==> src/hrhp_pkg.sv <==
// ----------------------------------------------------------------------------
// HTTP response header parser - package
// Result types, byte constants and the per-byte header matching functions.
// ----------------------------------------------------------------------------
package hrhp_pkg;

  typedef enum logic [1:0] {
    KIND_TYPE    = 2'd0,
    KIND_VERDICT = 2'd1,
    KIND_BODY    = 2'd2
  } kind_e;

  typedef enum logic [1:0] {
    ERR_NONE    = 2'd0,
    ERR_NO_END  = 2'd1,
    ERR_STATUS  = 2'd2,
    ERR_NO_TYPE = 2'd3
  } err_e;

  typedef enum logic [2:0] {
    PH_HEADER = 3'b001,
    PH_BODY   = 3'b010,
    PH_DROP   = 3'b100
  } phase_e;

  localparam logic [7:0] CH_CR = 8'h0D;
  localparam logic [7:0] CH_LF = 8'h0A;

  localparam int unsigned StatusLen = 15;
  localparam int unsigned TypeLen   = 14;

  localparam logic [4:0] STATUS_PREFIX_LEN = 5'd9;
  localparam logic [4:0] STATUS_FULL_LEN   = 5'd15;
  localparam logic [4:0] TYPE_PREFIX_LEN   = 5'd14;
  localparam logic [4:0] POS_MAX           = 5'd31;

  localparam logic [8*StatusLen-1:0] STATUS_TEXT = "HTTP/1.1 200 OK";
  localparam logic [8*TypeLen-1:0]   TYPE_TEXT   = "Content-Type: ";

  // Per-line matching state plus the two message-level flags it updates.
  typedef struct packed {
    logic [4:0] pos;
    logic       st_match;
    logic       ty_match;
    logic       in_val;
    logic       status_bad;
    logic       ty_nonempty;
  } line_t;

  typedef struct packed {
    line_t s;
    logic  emit;
    logic  start;
  } cb_t;

  typedef struct packed {
    kind_e      kind;
    logic [7:0] data;
    logic       start;
    err_e       code;
    logic       last;
  } result_t;

  // Results caused by one item: up to two.
  typedef struct packed {
    logic [1:0] cnt;
    result_t    r0;
    result_t    r1;
  } bundle_t;

  localparam line_t LINE_RESET = '{
    pos: 5'd0, st_match: 1'b1, ty_match: 1'b1, in_val: 1'b0,
    status_bad: 1'b0, ty_nonempty: 1'b0
  };

  function automatic logic [7:0] status_char(input logic [4:0] p);
    logic [7:0] c;
    c = 8'h00;
    if (p < STATUS_FULL_LEN) begin
      c = STATUS_TEXT[8*(StatusLen-1-int'(p)) +: 8];
    end
    return c;
  endfunction

  function automatic logic [7:0] type_char(input logic [4:0] p);
    logic [7:0] c;
    c = 8'h00;
    if (p < TYPE_PREFIX_LEN) begin
      c = TYPE_TEXT[8*(TypeLen-1-int'(p)) +: 8];
    end
    return c;
  endfunction

  // CR LF CR LF tracker; returns 4 on the header end.
  function automatic logic [2:0] next_end(input logic [1:0] c, input logic [7:0] b);
    logic [2:0] n;
    n = 3'd0;
    if (b == CH_CR) begin
      n = (c == 2'd2) ? 3'd3 : 3'd1;
    end else if (b == CH_LF && (c == 2'd1 || c == 2'd3)) begin
      n = {1'b0, c} + 3'd1;
    end
    return n;
  endfunction

  // One byte of line content.
  function automatic cb_t content_byte(input line_t s, input logic [7:0] b);
    cb_t r;
    r.s     = s;
    r.emit  = s.in_val;
    r.start = !s.ty_nonempty;
    if (s.st_match) begin
      if (!(s.pos < STATUS_FULL_LEN && b == status_char(s.pos))) begin
        if (s.pos >= STATUS_PREFIX_LEN) begin
          r.s.status_bad = 1'b1;
        end
        r.s.st_match = 1'b0;
      end
    end
    if (s.ty_match) begin
      if (s.pos < TYPE_PREFIX_LEN && b == type_char(s.pos)) begin
        if (s.pos == TYPE_PREFIX_LEN - 5'd1) begin
          r.s.in_val      = 1'b1;
          r.s.ty_nonempty = 1'b0;
          r.s.ty_match    = 1'b0;
        end
      end else begin
        r.s.ty_match = 1'b0;
      end
    end
    if (s.in_val) begin
      r.s.ty_nonempty = 1'b1;
    end
    if (s.pos < POS_MAX) begin
      r.s.pos = s.pos + 5'd1;
    end
    return r;
  endfunction

  // CR LF seen: judge a short status line, then start a fresh line.
  function automatic line_t line_end(input line_t s);
    line_t r;
    r = LINE_RESET;
    r.status_bad  = s.status_bad;
    r.ty_nonempty = s.ty_nonempty;
    if (s.st_match && s.pos >= STATUS_PREFIX_LEN && s.pos < STATUS_FULL_LEN) begin
      r.status_bad = 1'b1;
    end
    return r;
  endfunction

  function automatic result_t type_result(input logic [7:0] b, input logic start);
    result_t r;
    r.kind  = KIND_TYPE;
    r.data  = b;
    r.start = start;
    r.code  = ERR_NONE;
    r.last  = 1'b0;
    return r;
  endfunction

endpackage

==> src/hrhp_front.sv <==
// ----------------------------------------------------------------------------
// HTTP response header parser - front end
// Accepts bytes, tracks header/body/drop phase and builds the results of
// each byte as one bundle for the queue.
// ----------------------------------------------------------------------------
module hrhp_front (
  input  logic              clk_i,
  input  logic              rst_ni,
  input  logic              in_valid_i,
  output logic              in_ready_o,
  input  logic [7:0]        data_byte_i,
  input  logic              end_of_message_i,
  input  logic              q_ready_i,
  output logic              push_o,
  output hrhp_pkg::bundle_t bundle_o
);

  hrhp_pkg::phase_e phase_q, phase_d;
  logic [1:0]       end_q, end_d;
  hrhp_pkg::line_t  line_q, line_d;
  logic             held_q, held_d;

  logic             accept;
  logic [2:0]       nc;
  logic             header_end;
  hrhp_pkg::cb_t    cb_cr, cb_after_cr, cb_b;
  hrhp_pkg::line_t  ls;
  logic             held_n;
  logic             e_a, e_b;
  hrhp_pkg::result_t res_a, res_b, verdict;
  hrhp_pkg::err_e   code;
  hrhp_pkg::bundle_t bundle;

  assign in_ready_o = q_ready_i;
  assign accept     = in_valid_i && q_ready_i;

  assign nc          = hrhp_pkg::next_end(end_q, data_byte_i);
  assign header_end  = (nc == 3'd4);
  assign cb_cr       = hrhp_pkg::content_byte(line_q, hrhp_pkg::CH_CR);
  assign cb_after_cr = hrhp_pkg::content_byte(cb_cr.s, data_byte_i);
  assign cb_b        = hrhp_pkg::content_byte(line_q, data_byte_i);

  // Held CR: resolved by the byte that follows it.
  always_comb begin
    ls     = line_q;
    held_n = held_q;
    e_a    = 1'b0;
    e_b    = 1'b0;
    res_a  = hrhp_pkg::type_result(hrhp_pkg::CH_CR, cb_cr.start);
    res_b  = hrhp_pkg::type_result(data_byte_i, cb_b.start);
    if (held_q) begin
      held_n = 1'b0;
      if (data_byte_i == hrhp_pkg::CH_LF) begin
        ls = hrhp_pkg::line_end(line_q);
      end else if (data_byte_i == hrhp_pkg::CH_CR) begin
        ls     = cb_cr.s;
        held_n = 1'b1;
        e_a    = cb_cr.emit;
      end else begin
        ls    = cb_after_cr.s;
        e_a   = cb_cr.emit;
        e_b   = cb_after_cr.emit;
        res_b = hrhp_pkg::type_result(data_byte_i, cb_after_cr.start);
      end
    end else if (data_byte_i == hrhp_pkg::CH_CR) begin
      held_n = 1'b1;
    end else begin
      ls  = cb_b.s;
      e_b = cb_b.emit;
    end
  end

  always_comb begin
    if (ls.status_bad) begin
      code = hrhp_pkg::ERR_STATUS;
    end else if (ls.ty_nonempty) begin
      code = hrhp_pkg::ERR_NONE;
    end else begin
      code = hrhp_pkg::ERR_NO_TYPE;
    end
  end

  always_comb begin
    phase_d = phase_q;
    end_d   = end_q;
    line_d  = line_q;
    held_d  = held_q;
    verdict = '{kind: hrhp_pkg::KIND_VERDICT, data: 8'h00, start: 1'b0,
                code: hrhp_pkg::ERR_NO_END, last: 1'b1};
    bundle  = '{cnt: 2'd0, r0: res_a, r1: res_b};

    unique case (phase_q)
      hrhp_pkg::PH_HEADER: begin
        end_d  = header_end ? 2'd0 : nc[1:0];
        line_d = ls;
        held_d = held_n;
        if (header_end) begin
          verdict.code = code;
          verdict.last = (code != hrhp_pkg::ERR_NONE) || end_of_message_i;
          bundle.cnt   = 2'd1;
          bundle.r0    = verdict;
          phase_d      = (code == hrhp_pkg::ERR_NONE) ? hrhp_pkg::PH_BODY
                                                       : hrhp_pkg::PH_DROP;
        end else if (end_of_message_i) begin
          bundle.cnt = 2'd1;
          bundle.r0  = verdict;
        end else begin
          bundle.cnt = {1'b0, e_a} + {1'b0, e_b};
          bundle.r0  = e_a ? res_a : res_b;
        end
      end
      hrhp_pkg::PH_BODY: begin
        bundle.cnt = 2'd1;
        bundle.r0  = '{kind: hrhp_pkg::KIND_BODY, data: data_byte_i, start: 1'b0,
                       code: hrhp_pkg::ERR_NONE, last: end_of_message_i};
      end
      default: begin
        // drop phase: nothing out until the message ends
      end
    endcase

    if (end_of_message_i) begin
      phase_d = hrhp_pkg::PH_HEADER;
      end_d   = 2'd0;
      line_d  = hrhp_pkg::LINE_RESET;
      held_d  = 1'b0;
    end
  end

  always_ff @(posedge clk_i or negedge rst_ni) begin
    if (!rst_ni) begin
      phase_q <= hrhp_pkg::PH_HEADER;
      end_q   <= 2'd0;
      line_q  <= hrhp_pkg::LINE_RESET;
      held_q  <= 1'b0;
    end else if (accept) begin
      phase_q <= phase_d;
      end_q   <= end_d;
      line_q  <= line_d;
      held_q  <= held_d;
    end
  end

  assign push_o   = accept && (bundle.cnt != 2'd0);
  assign bundle_o = bundle;

endmodule

==> src/hrhp_queue.sv <==
// ----------------------------------------------------------------------------
// HTTP response header parser - bundle queue
// Short FIFO of result bundles between the front and back ends.
// ----------------------------------------------------------------------------
module hrhp_queue #(
  parameter int unsigned Depth = 2
) (
  input  logic              clk_i,
  input  logic              rst_ni,
  input  logic              push_i,
  input  hrhp_pkg::bundle_t bundle_i,
  output logic              ready_o,
  output logic              valid_o,
  output hrhp_pkg::bundle_t head_o,
  input  logic              pop_i
);

  localparam int unsigned PtrW = $clog2(Depth);
  localparam int unsigned CntW = $clog2(Depth + 1);

  hrhp_pkg::bundle_t mem_q [Depth];
  logic [PtrW-1:0]   wr_q, wr_d, rd_q, rd_d;
  logic [CntW-1:0]   cnt_q, cnt_d;
  logic              do_push, do_pop;

  assign ready_o = (cnt_q != CntW'(Depth));
  assign valid_o = (cnt_q != '0);
  assign head_o  = mem_q[rd_q];
  assign do_push = push_i && ready_o;
  assign do_pop  = pop_i && valid_o;

  always_comb begin
    wr_d  = wr_q;
    rd_d  = rd_q;
    cnt_d = cnt_q;
    if (do_push) begin
      wr_d = (wr_q == PtrW'(Depth - 1)) ? '0 : wr_q + PtrW'(1);
    end
    if (do_pop) begin
      rd_d = (rd_q == PtrW'(Depth - 1)) ? '0 : rd_q + PtrW'(1);
    end
    if (do_push && !do_pop) begin
      cnt_d = cnt_q + CntW'(1);
    end else if (do_pop && !do_push) begin
      cnt_d = cnt_q - CntW'(1);
    end
  end

  always_ff @(posedge clk_i or negedge rst_ni) begin
    if (!rst_ni) begin
      wr_q  <= '0;
      rd_q  <= '0;
      cnt_q <= '0;
    end else begin
      wr_q  <= wr_d;
      rd_q  <= rd_d;
      cnt_q <= cnt_d;
    end
  end

  always_ff @(posedge clk_i) begin
    if (do_push) begin
      mem_q[wr_q] <= bundle_i;
    end
  end

endmodule

==> src/hrhp_back.sv <==
// ----------------------------------------------------------------------------
// HTTP response header parser - back end
// Unpacks queued bundles into single results, one per cycle while the receiver
// is ready, through an output register.
// ----------------------------------------------------------------------------
module hrhp_back (
  input  logic              clk_i,
  input  logic              rst_ni,
  input  logic              q_valid_i,
  input  hrhp_pkg::bundle_t head_i,
  output logic              pop_o,
  output logic              out_valid_o,
  input  logic              out_ready_i,
  output hrhp_pkg::result_t res_o
);

  logic              out_valid_q, out_valid_d;
  logic              idx_q, idx_d;
  hrhp_pkg::result_t res_q;
  hrhp_pkg::result_t sel;
  logic              load;

  assign load = q_valid_i && (!out_valid_q || out_ready_i);
  assign sel  = idx_q ? head_i.r1 : head_i.r0;

  always_comb begin
    out_valid_d = out_valid_q;
    idx_d       = idx_q;
    pop_o       = 1'b0;
    if (load) begin
      out_valid_d = 1'b1;
      if (idx_q || head_i.cnt == 2'd1) begin
        pop_o = 1'b1;
        idx_d = 1'b0;
      end else begin
        idx_d = 1'b1;
      end
    end else if (out_ready_i) begin
      out_valid_d = 1'b0;
    end
  end

  always_ff @(posedge clk_i or negedge rst_ni) begin
    if (!rst_ni) begin
      out_valid_q <= 1'b0;
      idx_q       <= 1'b0;
    end else begin
      out_valid_q <= out_valid_d;
      idx_q       <= idx_d;
    end
  end

  always_ff @(posedge clk_i) begin
    if (load) begin
      res_q <= sel;
    end
  end

  assign out_valid_o = out_valid_q;
  assign res_o       = res_q;

endmodule

==> src/http_response_header_parser_top.sv <==
// ----------------------------------------------------------------------------
// HTTP response header parser - top level
// Byte-stream HTTP response header checker with content-type extraction.
// ----------------------------------------------------------------------------
// Takes one response byte per cycle while the bundle queue has room. Each byte
// yields zero, one or two results; the back end delivers one result per cycle
// from its output register while the receiver takes them, so a byte with two
// results (a content-type byte after a held CR) briefly backs up the input. Each
// bundle passes the queue and then the output register. Throughput is set by
// the single-result-per-cycle back end and the QueueDepth-entry bundle queue.
module http_response_header_parser_top #(
  parameter int unsigned QueueDepth = 2
) (
  input  logic       clk_i,
  input  logic       rst_ni,
  input  logic       in_valid_i,
  output logic       in_ready_o,
  input  logic [7:0] data_byte_i,
  input  logic       end_of_message_i,
  output logic       out_valid_o,
  input  logic       out_ready_i,
  output logic [1:0] kind_o,
  output logic [7:0] out_byte_o,
  output logic       type_start_o,
  output logic [1:0] error_code_o,
  output logic       last_o
);

  logic              q_ready, q_valid, push, pop;
  hrhp_pkg::bundle_t bundle, head;
  hrhp_pkg::result_t res;

  hrhp_front u_front (
    .clk_i,
    .rst_ni,
    .in_valid_i,
    .in_ready_o,
    .data_byte_i,
    .end_of_message_i,
    .q_ready_i (q_ready),
    .push_o    (push),
    .bundle_o  (bundle)
  );

  hrhp_queue #(
    .Depth (QueueDepth)
  ) u_queue (
    .clk_i,
    .rst_ni,
    .push_i   (push),
    .bundle_i (bundle),
    .ready_o  (q_ready),
    .valid_o  (q_valid),
    .head_o   (head),
    .pop_i    (pop)
  );

  hrhp_back u_back (
    .clk_i,
    .rst_ni,
    .q_valid_i (q_valid),
    .head_i    (head),
    .pop_o     (pop),
    .out_valid_o,
    .out_ready_i,
    .res_o     (res)
  );

  assign kind_o       = res.kind;
  assign out_byte_o   = res.data;
  assign type_start_o = res.start;
  assign error_code_o = res.code;
  assign last_o       = res.last;

endmodule

==> config.mk <==
export PLATFORM = sky130hd
export DESIGN_NAME = http_response_header_parser_top
export DESIGN_NICKNAME = d
export VERILOG_FILES = /design/src/hrhp_pkg.sv /design/src/hrhp_front.sv /design/src/hrhp_queue.sv /design/src/hrhp_back.sv /design/src/http_response_header_parser_top.sv
export SDC_FILE = /design/constraint.sdc
export NUM_CORES = 1
export LEC_CHECK = 0
export BUFFER_PORTS_ARGS = -buffer_cell sky130_fd_sc_hd__buf_4
export CORE_MARGIN = 2
export CORE_UTILIZATION = 45
export CTS_CLUSTER_DIAMETER = 30
export DETAILED_ROUTE_END_ITERATION = 6
export GPL_ROUTABILITY_DRIVEN = 0
export PLACE_DENSITY = 0.68
export SKIP_CTS_REPAIR_TIMING = 1
export SYNTH_ARGS = -nofsm -noshare
export SYNTH_HDL_FRONTEND = slang
export SYNTH_SLANG_ARGS = --single-unit
==> constraint.sdc <==
create_clock -name clk_i -period 3.2 [get_ports clk_i]
set_input_delay 0.16 -clock clk_i [delete_from_list [all_inputs] [get_ports clk_i]]
set_output_delay 0.16 -clock clk_i [all_outputs]
set_load 0.01 [all_outputs]
**Yosys cells after proc, flatten, opt, wreduce, memory -nomap -nowiden**

Memories as Yosys holds them, arrays and structs flattened.
Cells that the tools add are included.

- Register bits: 36
- RAM bits: 56
- Input port bits: 13
- Output and inout port bits: 16
- Word-level logic and storage cells: 197
- Memories: 1

Memory list:

| name | words | bits a word | read ports | clocked after Yosys merged registers in | write ports | line | text |
|---|---|---|---|---|---|---|---|
| u_queue.mem_q | 2 | 28 | 1 | 0 | 1 | hrhp_queue.sv:21 | `hrhp_pkg::bundle_t mem_q [Depth];` |

- $add $sub $neg: 12
- Order comparisons: 8
- Equal/unequal tests: 19
- Shift operators: 4
- Multiplexer cells: 95
- Reduce and logical (&&, ||, !) cells: 39

Operator list:

| cell | number |
|---|---|
| indexed part select 120 x 33 -> 8 bit, first input constant | 2 |
| indexed part select 112 x 33 -> 8 bit, first input constant | 2 |
| two-way mux 8 bit | 8 |
| two-way mux 10 bit | 6 |
| two-way mux 1 bit | 52 |
| == test 8 bit | 4 |
| two-way mux 16 bit | 2 |
| one-hot mux 16 bit (2 select lines) | 1 |
| two-way mux 2 bit | 13 |
| subtractor 4 x 5 -> 6 bit, first input constant | 4 |
| < comparator 5 x 4 -> 1 bit, second input constant | 4 |
| two-way mux 3 bit | 6 |
| == test 4 x 8 -> 1 bit, first input constant | 2 |
| == test 8 x 4 -> 1 bit, second input constant | 2 |
| logical AND 1 bit | 16 |
| two-way mux 14 bit | 1 |
| nonzero test 2 bit | 7 |
| two-way mux 12 bit | 1 |
| two-way mux 4 bit | 3 |
| adder 5 x 1 -> 5 bit, second input constant | 2 |
| == test 5 x 4 -> 1 bit, second input constant | 2 |
| greater-or-equal comparator 5 x 4 -> 1 bit, second input constant | 2 |
| < comparator 5 bit, second input constant | 2 |
| two-way mux 5 bit | 2 |
| other kinds (19) | 31 |

**Logic depth before layout (Yosys ltp)**

- Depth after elaboration: 30
- Mapped depth: 14
- Depth with buffers taken out: 12

**Cells and area by module**

Synthesis repeated with hierarchy kept, for this count alone.

- Cells, all modules: 535
- Area, all modules: 5844.4 um2

Modules (own cells, without submodules):

| module | times used | cells each | area each (um2) | seq. area each (um2) |
|---|---|---|---|---|
| hrhp_front | 1 | 384 | 2722.6 | 404.1 |
| hrhp_queue | 1 | 111 | 2384.8 | 1901.8 |
| hrhp_back | 1 | 40 | 737.0 | 470.5 |

**Least setup slack after synthesis**

OpenSTA, ideal clock, no wires.

- Path type: input -> register
- From: in data_byte_i[6]
- To: mem u_queue.mem_q[0][10] in the netlist's numbering, enable pin
- Library setup time: 0.410 ns
- Arrival: 3.143 ns
- Data required time: 2.790 ns
- Slack: -0.353 ns
- Stages on the path: 10
- Path through: clkbuf_1 > nor3_1 > and3_1 > nand4b_1 > clkbuf_1 > and3_1 > ha_1 > o31ai_1 > a21boi_0 > nor2b_1

- Longest elaborated chain between the ends: 13

RTL lines:

| item | line | text |
|---|---|---|
| start, declared | http_response_header_parser_top.sv:18 | `input logic [7:0] data_byte_i,` |
| == test 8 x 4 -> 1 bit | hrhp_pkg.sv:98, hrhp_front.sv:55, hrhp_front.sv:65 |  |
| two-way mux 1 bit | hrhp_front.sv:55 | `end else if (data_byte_i == hrhp_pkg::CH_CR) begin` |
| two-way mux 1 bit | hrhp_front.sv:53 | `if (data_byte_i == hrhp_pkg::CH_LF) begin` |
| two-way mux 1 bit | hrhp_front.sv:51 | `if (held_q) begin` |
| adder 1 x 1 -> 2 bit | hrhp_front.sv:108 | `bundle.cnt = {1'b0, e_a} + {1'b0, e_b};` |
| two-way mux 16 bit | hrhp_front.sv:104 | `end else if (end_of_message_i) begin` |
| two-way mux 16 bit (*) | hrhp_front.sv:97 | `if (header_end) begin` |
| one-hot mux 16 bit (2 select lines) (*) | hrhp_front.sv:92 | `unique case (phase_q)` |
| nonzero test 2 bit (*) | hrhp_front.sv:144 | `assign push_o = accept && (bundle.cnt != 2'd0);` |
| logical AND 1 bit (*) | hrhp_front.sv:144 |  |
| logical AND 1 bit (*) | hrhp_queue.sv:29 | `assign do_push = push_i && ready_o;` |
| via u_queue.do_push | hrhp_queue.sv:24 | `logic do_push, do_pop;` |
| two-way mux 1 bit (*) | hrhp_queue.sv:62 | `if (do_push) begin` |
| two-way mux 1 bit (implied by the code) (*) | hrhp_queue.sv:63 | `mem_q[wr_q] <= bundle_i;` |
| end, declared | hrhp_queue.sv:21 |  |

The timed path passes the listed nets; every way through them passes the cells marked *.

**Worst setup path after layout**

- From: reg u_front.line_q[7] in the netlist's numbering
- To: reg u_front.line_q, in the netlist u_front.cb_b[1]

- Longest elaborated chain between the ends: 16

RTL lines:

| item | line | text |
|---|---|---|
| start, declared | hrhp_front.sv:20 | `hrhp_pkg::line_t line_q, line_d;` |
| start signal, assigned | hrhp_front.sv:134 | `line_q <= hrhp_pkg::LINE_RESET;` |
| start signal, assigned | hrhp_front.sv:139 | `line_q <= line_d;` |
| branches (longest 16 deep; another with subtractor 4 x 5 -> 6 bit) | -- |  |

Several ways; the timed one is not identified. The select of a mux whose other input is x is not followed.
A chain may end at the register's enable or synchronous reset.

==> impl_metrics.tcl <==
set metrics [dict create \
    first_pass_iters 5 \
    cts.sinks 86 \
    synth_cells 491 \
    switchingPower_mw 1.573 \
    finalMaxSlewViolations 0 \
    p_int_mw 2.885 \
    leakage_nw 2.384 \
    clkPwrFrac 0.221 \
    fp.dieH_um 111.3 \
    synthArstFlopShare 0.2558 \
    grt_max_degree 26 \
    postSynthAreaPerCell_um2 10.55 \
    drv_cap 0 \
    critPathMaxFanout 8 \
    numCtsBuffers 9 \
    drt_first_iter_violations 343 \
    synth-seq-area-share 0.4780 \
    worst_pin_slew_ns 0.7001 \
    slew_headroom 0.5322 \
    die_area_um2 12390 \
    crit_type "reg -> reg" \
    start_kind "flip-flop" \
    synthDistinctLibCells 80 \
    yosysWarnings 0 \
    grt_util_met3 0.04265 \
    num-fill-cells 963 \
    met1_usage 0.2617 \
    antenna_found_initial 0 \
    use_met2 0.3228 \
    hold_ws_ns 0.06321 \
    core-area_um2 11320 \
    setup_violations 0 \
    arrival_ns 3.26 \
    nets 570 \
    rows 39 \
    drive_gt1_frac 0.2473 \
    finalClockSkew_ns 0.009339 \
    worstPathRequired_ns 3.44 \
    fmax_mhz 331.1 \
    post-route-drc-count 0 \
    syn-num-nets 520 \
    power_mw 4.458 \
    synth_area_um2 5180 \
    dp_hpwl_um 8530 \
    antennaDiodeCount 0 \
    start_util 0.4576 \
    wl_um 12120 \
    hold_class "in -> reg" \
    hold_viol_final 0 \
    cts_max_level 3 \
    port_buffers 28 \
    busiest_layer "met2" \
    grt.total_usage 0.1992 \
    ys_ff_latch 86 \
    synthFlopType "edfxtp_1" \
    syn_to_final_growth_pct 20.12 \
    pwr-share-comb 0.411 \
    grt_pass1_wl_um 19800 \
    finalCritPeriodShare 0.9437 \
    end_kind "flip-flop" \
    die_x_um 111.3 \
    clk_pin_slew_worst_paths_ns 0.07 \
    post-route-min-period_ns 3.020 \
    via_per_inst 6.071 \
    grt_pass1_vias 3950 \
    ioPinCount 29 \
    p_seq_frac 0.368 \
    root_buffer "clkbuf_16" \
    vias 4183 \
    cts_buffer_depth 2 \
    clkLatencyLatePin_ns 0.34 \
    ant_nets 0 \
    peakVddDrop_uv 582.3 \
    wl_per_cell_um 17.59 \
    utilization 0.5496 \
    grt_overflow 0 \
    powerDensity_nw_per_um2 716.5 \
    swShare 0.3529 \
    outcome "finished clean" \
    final_cell_mix "64 x buf_4, 64 x edfxtp_1, 40 x nand2_1, 34 x nor2_1, 21 x inv_1" \
    cts_tree "yes" \
    synth_edf_count 64 \
]
-- cells by family after synthesis --
| kind of cell | Yosys count | share of synthesized area |
|---|---|---|
| flops | 86 | 0.4780 |
| mux | 18 | 0.05676 |
| simple gates | 178 | 0.1858 |
| xor+xnor | 14 | 0.02657 |
| compound gates | 126 | 0.1715 |
| fa+ha+maj | 16 | 0.03865 |
| buf+inv | 53 | 0.04275 |
-- power by group through the flow --
stage / registers (mW) / logic [mW] / clock network (mW)
6_report: 1.64 / 1.83 / 0.986
3_5_place_dp: 1.66 / 1.73 / 0
5_1_grt: 1.67 / 2.01 / 1.05
2_1_floorplan: 1.65 / 1.18 / 0
4_1_cts: 1.64 / 1.73 / 1.02
3_3_place_gp: 1.65 / 1.70 / 0
-- sequential cells by signal (all words and copies together), names as in the netlist --
name / flops
u_back.out_valid_o: 1
u_queue.rd_q: 1
u_back.res_o: 14
u_back.idx_q: 1
u_front.cb_b: 1
u_queue.mem_q: 50
u_front.held_q: 1
u_front.line_q: 9
u_front.phase_q: 3
u_front.end_q: 2
u_queue.wr_q: 1
u_queue.cnt_q: 2
-- synthesized netlist by cell type (6+ instances only) --
| cell | number | area [µm²] |
|---|---|---|
| nand3_1 | 9 | 45.04 |
| and3_1 | 10 | 62.56 |
| dfrtp_1 | 19 | 475.5 |
| inv_1 | 22 | 82.58 |
| xnor2_1 | 7 | 61.31 |
| nand4_1 | 8 | 50.05 |
| nor2b_1 | 7 | 43.79 |
| o31ai_1 | 7 | 52.55 |
| nor3_1 | 16 | 80.08 |
| ha_1 | 16 | 200.2 |
| clkbuf_1 | 18 | 67.56 |
| o21ai_0 | 22 | 110.1 |
| buf_2 | 6 | 30.03 |
| and2_1 | 6 | 37.54 |
| a21oi_1 | 24 | 120.1 |
| a31oi_1 | 11 | 68.82 |
| nand2b_1 | 9 | 56.30 |
| mux2i_1 | 8 | 80.08 |
| mux4_2 | 9 | 202.7 |
| nor3b_1 | 7 | 52.55 |
| nor2_1 | 35 | 131.4 |
| nand2_1 | 40 | 150.1 |
| edfxtp_1 | 64 | 1922 |
-- stage by stage --
| stage | cell area (µm²) | std cells | setup TNS, ns | worst slack (ns) |
|---|---|---|---|---|
| finish | 6222 | 689 | 0 | 0.1802 |
| global route | 6222 | 689 | -0.001952 | -0.0009996 |
| CTS | 6037 | 685 | 0 | 0.02264 |
| detailed placement | 5754 | 669 | 0 | 0.03298 |
| global placement | 5754 | 669 | 0 | 0.09860 |
| floorplan | 5204 | 491 | 0 | 0.02204 |
-- per-layer routing --
| layer | wire length (µm) | share of wire | vias to the layer above |
|---|---|---|---|
| met5 | 0 | 0 | - |
| met4 | 303 | 0.025 | 0 |
| met3 | 554 | 0.046 | 28 |
| met2 | 5948 | 0.49 | 130 |
| met1 | 5315 | 0.44 | 2052 |
| li1 | - | - | 1973 |
-- worst max-delay path, cell delays in order (launching register included) --
cell       delay [ns]
dfrtp_1          0.40
buf_4            0.15
ha_4             0.19
xnor2_2          0.19
nor3_1           0.11
or4_4            0.53
a2111oi_4        0.33
o311ai_2         0.12
a211oi_2         0.33
nand2_1          0.12
a211o_1          0.33
o21a_1           0.11
-- layout make-up --
cell class | count | area [µm²] | share of cell area
Clock buffer | 10 | 229.0 | 0.03680
Tap cell | 143 | 178.9 | 0.02876
Sequential cell | 86 | 2477 | 0.3982
Clock inverter | 6 | 53.80 | 0.008647
Timing Repair Buffer | 69 | 551.8 | 0.08868
Multi-Input combinational cell | 352 | 2645 | 0.4251
Inverter | 23 | 86.33 | 0.01387
-- worst paths after layout --
kind / slack [ns] / endpoint / from / cells past startpoint
worst max-delay path: 0.18 / u_front.cb_b[1] / u_front.line_q[7] / 11
worst min-delay path: 0.06 / u_queue.mem_q[1][11] / data_byte_i[7] / 1
worst max register to register: 0.18 / u_front.cb_b[1] / u_front.line_q[7] / 11
worst min register to register: 0.49 / u_front.line_q[4] / u_front.line_q[4] / 2
max in group asynchronous: 2.63 / u_front.line_q[4] / rst_ni / 2
min in group asynchronous: 0.26 / u_back.idx_q / rst_ni / 2
No activity file was read; power rests on OpenSTA's default activity.
